## src/rtl/tlm_pkg.sv

```systemverilog
// ----------------------------------------------------------------------------
// tlm_pkg: shared types and constants for the thruster lag model
// Fixed-point constants, register indexes, configuration bundle and the
// command word from the controller to the datapath.
// ----------------------------------------------------------------------------
package tlm_pkg;

    // Fraction bits of the Q formats on the ports
    localparam int FRAC_BITS = 16;

    // Value 1.0 in Q1.16 (throttle and lag coefficients)
    localparam logic [16:0] ONE_FX = 17'(1 << FRAC_BITS);

    // Configuration register indexes
    typedef enum logic [2:0] {
        REG_SCALED_FULL_THRUST = 3'd0,
        REG_RISE_COEFF         = 3'd1,
        REG_FALL_COEFF         = 3'd2,
        REG_MIN_THRUST         = 3'd3,
        REG_DIR_X              = 3'd4,
        REG_DIR_Y              = 3'd5,
        REG_DIR_Z              = 3'd6,
        REG_FLOW_PER_NEWTON    = 3'd7
    } tlm_reg_t;

    // Reset value of the z direction: straight along the axis
    localparam logic signed [17:0] DIR_Z_RESET = 18'sd65536;

    // Configuration register bundle
    typedef struct packed {
        logic [31:0]        scaled_full_thrust;
        logic [16:0]        rise_coeff;
        logic [16:0]        fall_coeff;
        logic [31:0]        min_thrust;
        logic signed [17:0] dir_x;
        logic signed [17:0] dir_y;
        logic signed [17:0] dir_z;
        logic [31:0]        flow_per_newton;
    } tlm_cfg_t;

    // Operand selection of the shared multiplier
    typedef enum logic [2:0] {
        MUL_TGT,
        MUL_LAG,
        MUL_NOISE,
        MUL_FLOW,
        MUL_FX,
        MUL_FY,
        MUL_FZ
    } tlm_mul_t;

    // Write-back of the previous product
    typedef enum logic [2:0] {
        WB_NONE,
        WB_TGT,
        WB_LAG,
        WB_MIN,
        WB_NOISE,
        WB_FLOW,
        WB_FX,
        WB_FY
    } tlm_wb_t;

    // Controller to datapath command word
    typedef struct packed {
        logic     capture;
        logic     mul_en;
        tlm_mul_t mul_sel;
        tlm_wb_t  wb_sel;
        logic     load_out;
        logic     load_hold;
    } tlm_cmd_t;

endpackage

```

## src/rtl/tlm_if.sv

```systemverilog
// ----------------------------------------------------------------------------
// tlm_if: channel interfaces of the thruster lag model
// Input word, result word and configuration write channels, each with
// valid/ready and a source and a sink modport.
// ----------------------------------------------------------------------------
interface tlm_item_if;
    logic               valid;
    logic               ready;
    logic [16:0]        throttle_cmd;
    logic               force_off;
    logic               force_on;
    logic signed [18:0] noise_term;
    logic               hold;

    modport source (output valid, throttle_cmd, force_off, force_on, noise_term, hold,
                    input ready);
    modport sink   (input valid, throttle_cmd, force_off, force_on, noise_term, hold,
                    output ready);
endinterface

interface tlm_result_if;
    logic               valid;
    logic               ready;
    logic [31:0]        delivered_thrust;
    logic signed [32:0] force_x;
    logic signed [32:0] force_y;
    logic signed [32:0] force_z;
    logic [47:0]        mass_flow;
    logic [16:0]        applied_throttle;

    modport source (output valid, delivered_thrust, force_x, force_y, force_z,
                    mass_flow, applied_throttle, input ready);
    modport sink   (input valid, delivered_thrust, force_x, force_y, force_z,
                    mass_flow, applied_throttle, output ready);
endinterface

interface tlm_cfg_if;
    logic        valid;
    logic        ready;
    logic [2:0]  index;
    logic [31:0] data;

    modport source (output valid, index, data, input ready);
    modport sink   (input valid, index, data, output ready);
endinterface

```

## src/rtl/tlm_cfg_regs.sv

```systemverilog
// ----------------------------------------------------------------------------
// tlm_cfg_regs: configuration register file
// Takes one register write per accepted word and presents all registers
// as one bundle.
// ----------------------------------------------------------------------------
module tlm_cfg_regs (
    input  logic              clk,
    input  logic              rst_n,
    input  logic              wr_valid,
    output logic              wr_ready,
    input  logic [2:0]        wr_index,
    input  logic [31:0]       wr_data,
    output tlm_pkg::tlm_cfg_t regs
);

    tlm_pkg::tlm_cfg_t regs_reg;

    // Always ready for a write
    assign wr_ready = 1'b1;
    assign regs     = regs_reg;

    // Update the addressed register
    always_ff @(posedge clk or negedge rst_n)
    begin
        if (!rst_n)
        begin
            regs_reg                    <= '0;
            regs_reg.dir_z              <= tlm_pkg::DIR_Z_RESET;
        end
        else if (wr_valid)
        begin
            case (tlm_pkg::tlm_reg_t'(wr_index))
                tlm_pkg::REG_SCALED_FULL_THRUST: regs_reg.scaled_full_thrust <= wr_data;
                tlm_pkg::REG_RISE_COEFF:         regs_reg.rise_coeff <= wr_data[16:0];
                tlm_pkg::REG_FALL_COEFF:         regs_reg.fall_coeff <= wr_data[16:0];
                tlm_pkg::REG_MIN_THRUST:         regs_reg.min_thrust <= wr_data;
                tlm_pkg::REG_DIR_X:              regs_reg.dir_x <= $signed(wr_data[17:0]);
                tlm_pkg::REG_DIR_Y:              regs_reg.dir_y <= $signed(wr_data[17:0]);
                tlm_pkg::REG_DIR_Z:              regs_reg.dir_z <= $signed(wr_data[17:0]);
                tlm_pkg::REG_FLOW_PER_NEWTON:    regs_reg.flow_per_newton <= wr_data;
                default:                         regs_reg <= regs_reg;
            endcase
        end
    end

endmodule

```

## src/rtl/tlm_ctrl.sv

```systemverilog
// ----------------------------------------------------------------------------
// tlm_ctrl: step sequencer of the thruster lag model
// Walks one input word through the multiply and write-back steps of the
// shared multiplier and owns the handshake of both data channels.
// ----------------------------------------------------------------------------
module tlm_ctrl (
    input  logic              clk,
    input  logic              rst_n,
    input  logic              item_valid,
    input  logic              item_hold,
    output logic              item_ready,
    output logic              result_valid,
    input  logic              result_ready,
    output tlm_pkg::tlm_cmd_t cmd
);

    typedef enum logic [3:0] {
        S_IDLE,
        S_TGT_MUL,
        S_TGT_WB,
        S_LAG_MUL,
        S_LAG_WB,
        S_MIN,
        S_NOISE_MUL,
        S_NOISE_WB,
        S_FLOW_MUL,
        S_FX_MUL,
        S_FY_MUL,
        S_FZ_MUL,
        S_DONE,
        S_HOLD
    } state_t;

    state_t state_reg;
    state_t state_next;
    logic   result_valid_reg;
    logic   result_valid_next;
    logic   slot_free;

    assign item_ready   = (state_reg == S_IDLE);
    assign result_valid = result_valid_reg;
    assign slot_free    = !result_valid_reg || result_ready;

    // Decode the step into a datapath command and pick the next step
    always_comb
    begin
        cmd               = '0;
        cmd.mul_sel       = tlm_pkg::MUL_TGT;
        cmd.wb_sel        = tlm_pkg::WB_NONE;
        state_next        = state_reg;
        result_valid_next = result_ready ? 1'b0 : result_valid_reg;
        case (state_reg)
            S_IDLE:
            begin
                if (item_valid)
                begin
                    cmd.capture = 1'b1;
                    state_next  = item_hold ? S_HOLD : S_TGT_MUL;
                end
            end
            S_TGT_MUL:
            begin
                cmd.mul_en  = 1'b1;
                cmd.mul_sel = tlm_pkg::MUL_TGT;
                state_next  = S_TGT_WB;
            end
            S_TGT_WB:
            begin
                cmd.wb_sel = tlm_pkg::WB_TGT;
                state_next = S_LAG_MUL;
            end
            S_LAG_MUL:
            begin
                cmd.mul_en  = 1'b1;
                cmd.mul_sel = tlm_pkg::MUL_LAG;
                state_next  = S_LAG_WB;
            end
            S_LAG_WB:
            begin
                cmd.wb_sel = tlm_pkg::WB_LAG;
                state_next = S_MIN;
            end
            S_MIN:
            begin
                cmd.wb_sel = tlm_pkg::WB_MIN;
                state_next = S_NOISE_MUL;
            end
            S_NOISE_MUL:
            begin
                cmd.mul_en  = 1'b1;
                cmd.mul_sel = tlm_pkg::MUL_NOISE;
                state_next  = S_NOISE_WB;
            end
            S_NOISE_WB:
            begin
                cmd.wb_sel = tlm_pkg::WB_NOISE;
                state_next = S_FLOW_MUL;
            end
            S_FLOW_MUL:
            begin
                cmd.mul_en  = 1'b1;
                cmd.mul_sel = tlm_pkg::MUL_FLOW;
                state_next  = S_FX_MUL;
            end
            S_FX_MUL:
            begin
                cmd.mul_en  = 1'b1;
                cmd.mul_sel = tlm_pkg::MUL_FX;
                cmd.wb_sel  = tlm_pkg::WB_FLOW;
                state_next  = S_FY_MUL;
            end
            S_FY_MUL:
            begin
                cmd.mul_en  = 1'b1;
                cmd.mul_sel = tlm_pkg::MUL_FY;
                cmd.wb_sel  = tlm_pkg::WB_FX;
                state_next  = S_FZ_MUL;
            end
            S_FZ_MUL:
            begin
                cmd.mul_en  = 1'b1;
                cmd.mul_sel = tlm_pkg::MUL_FZ;
                cmd.wb_sel  = tlm_pkg::WB_FY;
                state_next  = S_DONE;
            end
            S_DONE:
            begin
                // Wait until the output register is free, then load it
                if (slot_free)
                begin
                    cmd.load_out      = 1'b1;
                    result_valid_next = 1'b1;
                    state_next        = S_IDLE;
                end
            end
            S_HOLD:
            begin
                if (slot_free)
                begin
                    cmd.load_out      = 1'b1;
                    cmd.load_hold     = 1'b1;
                    result_valid_next = 1'b1;
                    state_next        = S_IDLE;
                end
            end
            default:
            begin
                state_next = S_IDLE;
            end
        endcase
    end

    // Hold state and output valid
    always_ff @(posedge clk or negedge rst_n)
    begin
        if (!rst_n)
        begin
            state_reg        <= S_IDLE;
            result_valid_reg <= 1'b0;
        end
        else
        begin
            state_reg        <= state_next;
            result_valid_reg <= result_valid_next;
        end
    end

endmodule

```

## src/rtl/tlm_dpath.sv

```systemverilog
// ----------------------------------------------------------------------------
// tlm_dpath: datapath of the thruster lag model
// One shared 32x32 multiplier with a product register, the working
// registers of one step, the chamber thrust state and the output register.
// ----------------------------------------------------------------------------
module tlm_dpath (
    input  logic                clk,
    input  logic                rst_n,
    input  tlm_pkg::tlm_cmd_t   cmd,
    input  tlm_pkg::tlm_cfg_t   cfg_regs,
    input  logic [16:0]         throttle_cmd,
    input  logic                force_off,
    input  logic                force_on,
    input  logic signed [18:0]  noise_term,
    output logic [31:0]         delivered_thrust,
    output logic signed [32:0]  force_x,
    output logic signed [32:0]  force_y,
    output logic signed [32:0]  force_z,
    output logic [47:0]         mass_flow,
    output logic [16:0]         applied_throttle
);

    localparam int F = tlm_pkg::FRAC_BITS;

    // Magnitude of a signed direction cosine
    function automatic logic [17:0] dir_mag(input logic signed [17:0] d);
        logic [17:0] m;
        m = d[17] ? 18'(-d) : 18'(d);
        return m;
    endfunction

    // Shift down a force product, saturate and apply the sign
    function automatic logic signed [32:0] force_sat(input logic [63:0] p,
                                                     input logic neg);
        logic [47:0] m;
        logic [32:0] ms;
        m = p[F +: 48];
        if (neg)
        begin
            ms = (m > 48'h1_0000_0000) ? 33'h1_0000_0000 : m[32:0];
            return $signed(33'(-ms));
        end
        ms = (m > 48'hFFFF_FFFF) ? 33'h0_FFFF_FFFF : {1'b0, m[31:0]};
        return $signed(ms);
    endfunction

    logic [16:0]        cmd_sat;
    logic signed [19:0] factor;
    logic [16:0]        coeff_raw;
    logic [16:0]        coeff;
    logic [31:0]        mul_a;
    logic [31:0]        mul_b;
    logic [31:0]        shifted_sat;
    logic [31:0]        lag_prod;
    logic [31:0]        tgt_next;

    logic [63:0]        prod_reg;
    logic [16:0]        thr_reg;
    logic [16:0]        cmd_sat_reg;
    logic [18:0]        fac_mag_reg;
    logic               fac_pos_reg;
    logic [31:0]        target_reg;
    logic               rise_reg;
    logic [31:0]        diff_reg;
    logic [31:0]        chamber_reg;
    logic [31:0]        chamber_next;
    logic [31:0]        del_reg;
    logic [47:0]        flow_reg;
    logic signed [32:0] fx_reg;
    logic signed [32:0] fy_reg;

    logic [31:0]        out_del_reg;
    logic signed [32:0] out_fx_reg;
    logic signed [32:0] out_fy_reg;
    logic signed [32:0] out_fz_reg;
    logic [47:0]        out_flow_reg;
    logic [16:0]        out_thr_reg;

    // Resolve the input word: saturated command and noise factor
    assign cmd_sat = (throttle_cmd > tlm_pkg::ONE_FX) ? tlm_pkg::ONE_FX : throttle_cmd;
    assign factor  = $signed({3'b000, tlm_pkg::ONE_FX}) + 20'(noise_term);

    // Pick the lag coefficient by direction, saturated at one
    assign coeff_raw = rise_reg ? cfg_regs.rise_coeff : cfg_regs.fall_coeff;
    assign coeff     = (coeff_raw > tlm_pkg::ONE_FX) ? tlm_pkg::ONE_FX : coeff_raw;

    // Shift the product down to the Q16.16 result and saturate at 32 bits
    assign shifted_sat = (|prod_reg[63:F+32]) ? 32'hFFFF_FFFF : prod_reg[F +: 32];
    assign lag_prod    = prod_reg[F +: 32];
    assign tgt_next    = shifted_sat;

    // Select multiplier operands
    always_comb
    begin
        case (cmd.mul_sel)
            tlm_pkg::MUL_TGT:
            begin
                mul_a = cfg_regs.scaled_full_thrust;
                mul_b = 32'(thr_reg);
            end
            tlm_pkg::MUL_LAG:
            begin
                mul_a = diff_reg;
                mul_b = 32'(coeff);
            end
            tlm_pkg::MUL_NOISE:
            begin
                mul_a = del_reg;
                mul_b = 32'(fac_mag_reg);
            end
            tlm_pkg::MUL_FLOW:
            begin
                mul_a = del_reg;
                mul_b = cfg_regs.flow_per_newton;
            end
            tlm_pkg::MUL_FX:
            begin
                mul_a = del_reg;
                mul_b = 32'(dir_mag(cfg_regs.dir_x));
            end
            tlm_pkg::MUL_FY:
            begin
                mul_a = del_reg;
                mul_b = 32'(dir_mag(cfg_regs.dir_y));
            end
            tlm_pkg::MUL_FZ:
            begin
                mul_a = del_reg;
                mul_b = 32'(dir_mag(cfg_regs.dir_z));
            end
            default:
            begin
                mul_a = '0;
                mul_b = '0;
            end
        endcase
    end

    // Move the chamber thrust toward the target, truncating toward it
    assign chamber_next = rise_reg ? (target_reg - lag_prod) : (target_reg + lag_prod);

    // Chamber thrust state
    always_ff @(posedge clk or negedge rst_n)
    begin
        if (!rst_n)
        begin
            chamber_reg <= '0;
        end
        else if (cmd.wb_sel == tlm_pkg::WB_LAG)
        begin
            chamber_reg <= chamber_next;
        end
    end

    // Capture input, multiply and write back working registers
    always_ff @(posedge clk)
    begin
        if (cmd.capture)
        begin
            thr_reg     <= force_off ? 17'd0 : (force_on ? tlm_pkg::ONE_FX : cmd_sat);
            cmd_sat_reg <= cmd_sat;
            fac_mag_reg <= factor[18:0];
            fac_pos_reg <= !factor[19] && (factor != 20'sd0);
        end
        if (cmd.mul_en)
        begin
            prod_reg <= mul_a * mul_b;
        end
        case (cmd.wb_sel)
            tlm_pkg::WB_TGT:
            begin
                target_reg <= tgt_next;
                rise_reg   <= tgt_next > chamber_reg;
                diff_reg   <= (tgt_next > chamber_reg) ? (tgt_next - chamber_reg)
                                                       : (chamber_reg - tgt_next);
            end
            tlm_pkg::WB_MIN:
            begin
                // Drop thrust below the minimum impulse level
                del_reg <= ((cfg_regs.min_thrust != 32'd0) &&
                            (chamber_reg < cfg_regs.min_thrust)) ? 32'd0 : chamber_reg;
            end
            tlm_pkg::WB_NOISE:
            begin
                del_reg <= fac_pos_reg ? shifted_sat : 32'd0;
            end
            tlm_pkg::WB_FLOW:
            begin
                flow_reg <= prod_reg[F +: 48];
            end
            tlm_pkg::WB_FX:
            begin
                fx_reg <= force_sat(prod_reg, cfg_regs.dir_x[17]);
            end
            tlm_pkg::WB_FY:
            begin
                fy_reg <= force_sat(prod_reg, cfg_regs.dir_y[17]);
            end
            default:
            begin
                del_reg <= del_reg;
            end
        endcase
    end

    // Load the output register
    always_ff @(posedge clk)
    begin
        if (cmd.load_out)
        begin
            if (cmd.load_hold)
            begin
                out_del_reg  <= chamber_reg;
                out_fx_reg   <= '0;
                out_fy_reg   <= '0;
                out_fz_reg   <= '0;
                out_flow_reg <= '0;
                out_thr_reg  <= cmd_sat_reg;
            end
            else
            begin
                out_del_reg  <= del_reg;
                out_fx_reg   <= fx_reg;
                out_fy_reg   <= fy_reg;
                out_fz_reg   <= force_sat(prod_reg, cfg_regs.dir_z[17]);
                out_flow_reg <= flow_reg;
                out_thr_reg  <= thr_reg;
            end
        end
    end

    assign delivered_thrust = out_del_reg;
    assign force_x          = out_fx_reg;
    assign force_y          = out_fy_reg;
    assign force_z          = out_fz_reg;
    assign mass_flow        = out_flow_reg;
    assign applied_throttle = out_thr_reg;

endmodule

```

## src/rtl/thruster_lag_model_step.sv

```systemverilog
// ----------------------------------------------------------------------------
// thruster_lag_model_step: thruster thrust lag model, one tick per word
// Applies fault overrides, lags chamber thrust toward the target with
// separate rise and fall coefficients, applies the minimum impulse level and
// noise, and returns force along the configured direction and mass flow.
// ----------------------------------------------------------------------------
// A normal tick runs through eleven steps in which a single shared 32x32
// multiplier is used seven times: target, lag, noise, mass flow and the three
// force components. Each product is registered before its write-back. A final
// step loads the output register. A hold tick skips these steps and returns
// the current chamber thrust with zero force and mass flow. A new word is
// accepted in the cycle after the previous result is loaded into the output
// register. A result may wait in the output register while the next tick is
// computed. A tick that finishes while the output is still occupied waits for
// it to be taken. The configuration channel is always ready; write it only
// while the block is idle.
// ----------------------------------------------------------------------------
module thruster_lag_model_step (
    input  logic         clk,
    input  logic         rst_n,
    tlm_item_if.sink     item,
    tlm_result_if.source result,
    tlm_cfg_if.sink      cfg
);

    tlm_pkg::tlm_cfg_t cfg_regs;
    tlm_pkg::tlm_cmd_t cmd;
    logic              item_ready;
    logic              result_valid;
    logic              cfg_ready;

    // Configuration registers
    tlm_cfg_regs u_cfg_regs (
        .clk      (clk),
        .rst_n    (rst_n),
        .wr_valid (cfg.valid),
        .wr_ready (cfg_ready),
        .wr_index (cfg.index),
        .wr_data  (cfg.data),
        .regs     (cfg_regs)
    );

    // Step sequencer
    tlm_ctrl u_ctrl (
        .clk          (clk),
        .rst_n        (rst_n),
        .item_valid   (item.valid),
        .item_hold    (item.hold),
        .item_ready   (item_ready),
        .result_valid (result_valid),
        .result_ready (result.ready),
        .cmd          (cmd)
    );

    // Datapath
    tlm_dpath u_dpath (
        .clk              (clk),
        .rst_n            (rst_n),
        .cmd              (cmd),
        .cfg_regs         (cfg_regs),
        .throttle_cmd     (item.throttle_cmd),
        .force_off        (item.force_off),
        .force_on         (item.force_on),
        .noise_term       (item.noise_term),
        .delivered_thrust (result.delivered_thrust),
        .force_x          (result.force_x),
        .force_y          (result.force_y),
        .force_z          (result.force_z),
        .mass_flow        (result.mass_flow),
        .applied_throttle (result.applied_throttle)
    );

    assign item.ready   = item_ready;
    assign result.valid = result_valid;
    assign cfg.ready    = cfg_ready;

endmodule

```

## src/flat_wrapper.sv

```systemverilog
// flat-port wrapper written by rule: the top's interface ports become plain ports
module thruster_lag_model_step_flat 
  (clk, rst_n, item_valid, item_throttle_cmd, item_force_off, item_force_on, item_noise_term, item_hold, item_ready, result_valid, result_delivered_thrust, result_force_x, result_force_y, result_force_z, result_mass_flow, result_applied_throttle, result_ready, cfg_valid, cfg_index, cfg_data, cfg_ready);
  tlm_item_if item_i ();
  tlm_result_if result_i ();
  tlm_cfg_if cfg_i ();
  input  logic clk;
  input  logic rst_n;
  input wire logic [$bits(item_i.valid)-1:0] item_valid;
  input wire logic [$bits(item_i.throttle_cmd)-1:0] item_throttle_cmd;
  input wire logic [$bits(item_i.force_off)-1:0] item_force_off;
  input wire logic [$bits(item_i.force_on)-1:0] item_force_on;
  input wire logic [$bits(item_i.noise_term)-1:0] item_noise_term;
  input wire logic [$bits(item_i.hold)-1:0] item_hold;
  output wire logic [$bits(item_i.ready)-1:0] item_ready;
  output wire logic [$bits(result_i.valid)-1:0] result_valid;
  output wire logic [$bits(result_i.delivered_thrust)-1:0] result_delivered_thrust;
  output wire logic [$bits(result_i.force_x)-1:0] result_force_x;
  output wire logic [$bits(result_i.force_y)-1:0] result_force_y;
  output wire logic [$bits(result_i.force_z)-1:0] result_force_z;
  output wire logic [$bits(result_i.mass_flow)-1:0] result_mass_flow;
  output wire logic [$bits(result_i.applied_throttle)-1:0] result_applied_throttle;
  input wire logic [$bits(result_i.ready)-1:0] result_ready;
  input wire logic [$bits(cfg_i.valid)-1:0] cfg_valid;
  input wire logic [$bits(cfg_i.index)-1:0] cfg_index;
  input wire logic [$bits(cfg_i.data)-1:0] cfg_data;
  output wire logic [$bits(cfg_i.ready)-1:0] cfg_ready;
  assign item_i.valid = item_valid;
  assign item_i.throttle_cmd = item_throttle_cmd;
  assign item_i.force_off = item_force_off;
  assign item_i.force_on = item_force_on;
  assign item_i.noise_term = item_noise_term;
  assign item_i.hold = item_hold;
  assign item_ready = item_i.ready;
  assign result_valid = result_i.valid;
  assign result_delivered_thrust = result_i.delivered_thrust;
  assign result_force_x = result_i.force_x;
  assign result_force_y = result_i.force_y;
  assign result_force_z = result_i.force_z;
  assign result_mass_flow = result_i.mass_flow;
  assign result_applied_throttle = result_i.applied_throttle;
  assign result_i.ready = result_ready;
  assign cfg_i.valid = cfg_valid;
  assign cfg_i.index = cfg_index;
  assign cfg_i.data = cfg_data;
  assign cfg_ready = cfg_i.ready;
  thruster_lag_model_step u_core (.clk(clk), .rst_n(rst_n), .item(item_i), .result(result_i), .cfg(cfg_i));
endmodule
```

## config.mk

```make
export PLATFORM = sky130hd
export DESIGN_NAME = thruster_lag_model_step_flat
export DESIGN_NICKNAME = d
export VERILOG_FILES = /design/src/rtl/tlm_pkg.sv /design/src/rtl/tlm_if.sv /design/src/rtl/tlm_cfg_regs.sv /design/src/rtl/tlm_ctrl.sv /design/src/rtl/tlm_dpath.sv /design/src/rtl/thruster_lag_model_step.sv /design/src/flat_wrapper.sv
export SDC_FILE = /design/constraint.sdc
export NUM_CORES = 2
export LEC_CHECK = 0
export ABC_CLOCK_PERIOD_IN_PS = 20300
export BUFFER_PORTS_ARGS = -buffer_cell sky130_fd_sc_hd__buf_2
export CORE_MARGIN = 2
export CORE_UTILIZATION = 35
export DETAILED_ROUTE_END_ITERATION = 16
export PLACE_DENSITY_LB_ADDON = 0.3
export SYNTH_ARGS = -nofsm -noshare
export SYNTH_HDL_FRONTEND = slang
export SYNTH_SLANG_ARGS = --single-unit
```

## constraint.sdc

```tcl
create_clock -name clk -period 20.3 [get_ports clk]
set_input_delay 4.06 -clock clk [delete_from_list [all_inputs] [get_ports clk]]
set_output_delay 4.06 -clock clk [all_outputs]
set_load 0.01 [all_outputs]
```

== After elaboration in Yosys (flattened, before gate mapping) ==
Cells that the tools add are included.
Word-level totals
  register bits: 746
  bits of input ports: 79
  word-level logic and storage cells: 152
  output and inout bits: 199
Operators by class
  reductions and logical operators: 24
  $lt $le $gt $ge: 6
  muxes and demuxes: 47
  $mul: 1
  equality and inequality tests: 35
  add/sub/neg operators: 9
Operators by type and width (count)
  33-bit 2-to-1 mux: 7
  32-bit 2-to-1 mux: 7
  32-bit one-hot mux with 7 select lines: 1
  32-bit one-hot mux with 3 select lines: 1
  32-bit subtractor: 3
  17-bit 2-to-1 mux: 5
  32-bit by 32-bit multiplier with 64-bit output: 1
  32-bit one-hot mux with 2 select lines: 1
  18-bit 2-to-1 mux: 3
  18-bit negator: 3
  4-bit one-hot mux with 13 select lines: 1
  48-bit by 32-bit greater-than comparator with 1-bit output (second input constant): 1
  48-bit by 33-bit greater-than comparator with 1-bit output (second input constant): 1
  17-bit greater-than comparator (second input constant): 2
  3-bit == test (second input constant): 11
  33-bit negator: 1
  32-bit adder: 1
  32-bit greater-than comparator: 1
  32-bit < comparator: 1
  32-bit nonzero test: 1
  4-bit one-hot mux with 7 select lines: 1
  4-bit == test (second input constant): 6
  3-bit one-hot mux with 7 select lines: 1
  18-bit by 19-bit adder with 20-bit output (first input constant): 1
  22 further kinds: 60

== Logic depth before layout (Yosys ltp) ==
  depth in word-level cells: 7
  depth in mapped cells: 43
  gate-level depth less buffers: 40

== Modules after synthesis ==
A second synthesis with hierarchy kept.
Second synthesis, totals
  cells, all modules: 6974
  area total of the unflattened synthesis: 70229.9 sq um
Modules (own cells, without submodules)
  tlm_dpath: area each 62842.8 sq um, seq. area each 16085.4 sq um, times used 1, cells each 6526
  tlm_cfg_regs: area each 6989.2 sq um, seq. area each 4605.7 sq um, times used 1, cells each 399
  tlm_ctrl: area each 397.9 sq um, seq. area each 125.1 sq um, times used 1, cells each 49

== Least setup slack after synthesis ==
No wires, ideal clock.
  path kind: input-to-reg
  from: input result_ready
  to: register u_core.u_dpath.out_del_reg[0] (netlist: u_core.u_dpath.delivered_thrust[0]) (data pin)
  required time: 20036 ps
  library setup time: 264 ps
  stages on the path: 7
  arrival: 20442 ps
  path buffers: 2
  slack: -406 ps
  path through: nor2b_1 > nor3_1 > nand2_1 > clkbuf_1 > clkbuf_1 > nand2_1 > o21ai_0
On the way
  word-level cells in the longest chain between the ends: 4
RTL lines
  from (decl): RTL line flat_wrapper.sv:23  | input wire logic [$bits(result_i.ready)-1:0] result_ready;
  1-bit logical OR: RTL line tlm_ctrl.sv:42  | assign slot_free = !result_valid_reg || result_ready;
  2-bit 2-to-1 mux: RTL line tlm_ctrl.sv:138  | if (slot_free)
  1-bit 2-to-1 mux: RTL line tlm_ctrl.sv:52  | case (state_reg)
  32-bit 2-to-1 mux: RTL line tlm_dpath.sv:211  | if (cmd.load_hold)
  to (signal assigned): RTL line tlm_dpath.sv:213  | out_del_reg <= chamber_reg;
  to (signal assigned): RTL line tlm_dpath.sv:222  | out_del_reg <= del_reg;
  to (decl): RTL line tlm_dpath.sv:72  | logic [31:0] out_del_reg;
No other way between the ends.
A chain may end at the register's enable or synchronous reset.

== Final worst setup path ==
  from: register u_core.u_ctrl.state_reg[0]
  to: register u_core.u_dpath.prod_reg[60] (data pin)
On the way
  word-level cells in the longest chain between the ends: 6
  elaborated cells between the ends (all ways): 19
  those cells by class: mul: 1; eq/ne: 13; mux: 3; reduce/logical: 2
RTL lines
  from (decl): RTL line tlm_ctrl.sv:34  | state_t state_reg;
  from (signal assigned): RTL line tlm_ctrl.sv:163  | state_reg <= state_next;
  4-bit == test (tied with other cells): RTL line tlm_ctrl.sv:52
  4-bit one-hot mux with 7 select lines *: RTL line tlm_ctrl.sv:52
  3-bit == test or 3-bit by 2-bit == test with 1-bit output (tied branches): RTL line tlm_dpath.sv:95  | case (cmd.mul_sel)
  5-bit OR reduction (no source line)
  32-bit one-hot mux with 3 select lines: RTL line tlm_dpath.sv:95
  32-bit by 32-bit multiplier with 64-bit output *: RTL line tlm_dpath.sv:167  | prod_reg <= mul_a * mul_b;
  to (signal assigned): RTL line tlm_dpath.sv:167
  to (decl): RTL line tlm_dpath.sv:57  | logic [63:0] prod_reg;
Mark *: on every way between the ends. The rest lies on a longest branch, timed or not.

==> impl_metrics.csv <==
group,metric,value,unit
global_routing,overflow,0,
setup_path,crit_path_start,"u_core.u_ctrl.state_reg[0]",
setup_path,endpoint_kind,"flip-flop",
logic_synthesis,synth-seq-cells,730,
sta,rsz0062_at_grt,"false",
cts,cts_buffers,78,
logic_synthesis,synth_area,68600,um2
detailed_routing,via_per_inst,5.29,
sta,period_needed,11540,ps
setup_path,arrival,11970,ps
placement,hpwl,179000,um
setup_path,crit_fanout,35,
logic_synthesis,synthTopCellsByArea,"fa_1 26%, edfxtp_1 22%, dfrtp_1 8.0%",
logic_synthesis,avgSynthCellArea,9.93,um2
setup_path,cp.required,20730,ps
sta,slew_headroom,0.196,
sta,hold_viol_final,0,
logic_synthesis,synth_edf_count,509,
setup_path,slowest_stage,"dfrtp_1",
setup_path,path_class,"flip-flop to flip-flop",
sta,setup_tns,0,ps
setup_path,timing.rr.end,"u_core.u_dpath.prod_reg[60]",
logic_synthesis,synth-warning-count,0,
global_routing,antenna_found_initial,19,
logic_synthesis,yosysUniqueCellTypes,96,
worst_hold_path,hold_path_class,"flip-flop to flip-flop",
finish,area_growth,10.3,%
floorplanning,start_util,0.352,
floorplanning,die-area,199000,um2
floorplanning,num_io_pins,278,
floorplanning,coreArea,195000,um2
placement,portBuffers,276,
setup_path,endpoint,"u_core.u_dpath.prod_reg[60]",
setup_path,cp-start-kind,"flip-flop",
cts,cts_tree,"done",
cts,ctsResizeCount,0,
detailed_routing,ant_nets,0,
run_status,run_status,"finished, final reports clean",
cts,clock-sinks,730,
global_routing,grtUsageTotal,0.236,
logic_synthesis,syn_nets,8276,
detailed_routing,drc_errors,0,
placement,place.gp.congestion,0.962,
cts,clock_latency,710,ps
sta,setup_viol,0,
cts,htreeDepth,3,
finish,nets,8402,
logic_synthesis,syn_inst,6907,
floorplanning,num_rows,162,
finish,drive_gt1_frac,0.120,
global_routing,grt_pass1_vias,52483,
detailed_routing,post_drt_wl_per_cell,24.2,um
logic_synthesis,netlist_top_cells_count,"1,092 x inv_1, 898 x fa_1, 769 x nand2_1",
logic_synthesis,synth.top_cell.area_share,0.262,
cts,cts_hold_buf,0,
sta,finalMaxSlewViolations,0,
setup_path,r2r-start,"u_core.u_ctrl.state_reg[0]",
setup_path,cp_common_cell,"fa_1",
logic_synthesis,synth_top_area_cell,"fa_1",
logic_synthesis,ys_async_sr_fraction,0.303,
cts,cts_buffer_depth,3,
floorplanning,dieWidth,447,um
cts,clock-root-buffer,"clkbuf_16",
setup_path,slowest_delay,900,ps
setup_path,reg2regPathDepth,34,
detailed_routing,dr.pass1.iters,5,
global_routing,grt_pass1_wl,348000,um
detailed_routing,initialDrtViolationCount,4565,
sta,max_freq,86.7,MHz
cts,cts_setup_buffers,0,
sta,clock_skew,41.4,ps
finish,largest_reg_flops,184,
sta,finalCritPeriodShare,0.568,
setup_path,rrSetupSlack,8760,ps
detailed_routing,drt_wl_total,235000,um
floorplanning,die-height,447,um
logic_synthesis,yosys.cell_count.top_type,"inv_1",
cts,clk_pin_slew,60,ps
logic_synthesis,ys_seq_area_frac,0.304,
job,maxCapViolCount,0,
global_routing,grt_max_degree,102,
detailed_routing,vias,51484,
sta,worst_pin_slew,1190,ps
logic_synthesis,synth_ff_type,"edfxtp_1",
[placed cells by master, fill, tap and decap left out, types with 25 or more instances in the layout]
cell type	synthesis	layout
a21oi_1	260	259
inv_1	1092	1089
dfrtp_1	220	217
nor2_1	762	762
nor4_1	39	38
nor2b_1	40	40
and2_1	201	193
nand3_1	32	32
mux2i_1	28	28
nor3_1	44	32
fa_1	898	898
clkbuf_16	0	79
a211oi_1	30	27
buf_4	5	149
xnor2_1	116	116
a21o_1	105	105
buf_2	13	275
a22oi_1	36	36
edfxtp_1	509	509
xor2_1	70	70
nand4_1	39	39
o21ai_0	184	183
nand2b_1	53	53
or2_2	45	45
o31ai_1	28	28
ha_1	392	392
mux2_2	187	187
o22ai_1	60	60
or3_1	25	25
nand2_1	769	765
[stage by stage]
step	cell area (um2)	hold slack, ps	utilization	setup WS, ps	cells
4_1_cts	75600	467	0.388	8890	9718
3_3_place_gp	73100	454	0.375	9060	9577
5_1_grt	75600	480	0.388	7890	9725
3_5_place_dp	73100	443	0.375	8930	9577
2_1_floorplan	68600	421	-	6380	6907
6_report	75600	473	0.388	8760	9728
[how the worst min path moves through the flow]
stage                                start                          end  slack, ps  cells after the start
6_report       u_core.u_dpath.prod_reg[58]  u_core.u_dpath.flow_reg[42]        470                      0
5_1_grt        u_core.u_dpath.prod_reg[58]  u_core.u_dpath.flow_reg[42]        480                      0
4_1_cts        u_core.u_dpath.prod_reg[58]  u_core.u_dpath.flow_reg[42]        470                      0
3_5_place_dp   u_core.u_dpath.prod_reg[61]  u_core.u_dpath.flow_reg[45]        440                      0
3_3_place_gp   u_core.u_dpath.prod_reg[49]  u_core.u_dpath.flow_reg[33]        450                      0
2_1_floorplan  u_core.u_dpath.prod_reg[30]  u_core.u_dpath.flow_reg[14]        420                      0
[critical path, delay by kind of cell, from the launching register on]
| family | cells | cell delay, ps |
|---|---|---|
| compound gates | 11 | 3190 |
| xor+xnor | 1 | 110 |
| fa+ha+maj | 9 | 4430 |
| simple gates | 4 | 1270 |
| buf+inv | 9 | 1290 |
| flops | 1 | 900 |
[layout make-up]
cell class                      instances  area (um2)
Antenna cell                           10        25.0
Clock buffer                          100        2100
Inverter                             1092        4100
Timing Repair Buffer                  425        2510
Clock inverter                         41         414
Sequential cell                       730       20800
Tap cell                             2624        3280
Multi-Input combinational cell       4706       42400
Fill cell                           19230      119000
[layer usage]
layer	global-route usage	vias to the layer above	part of all wire
met5	0	-	0.00045
met4	0.105	14	0.051
met3	0.0578	483	0.094
met2	0.358	2345	0.44
met1	0.317	26201	0.42
li1	-	22441	-
[cell families after synthesis]
logic type	after synthesis	synth area share
other	1	0.0000547
AND/OR/NAND/NOR	2114	0.138
adder cells (fa/ha/maj)	1290	0.334
AO/OA/AOI/OAI	900	0.0850
XOR/XNOR	186	0.0238
flip-flops	730	0.304
buffers and inverters	1471	0.0812
multiplexers	215	0.0348
Power is not shown: default switching activity piles up to over one toggle a cycle in this logic, so the estimate is an artifact.
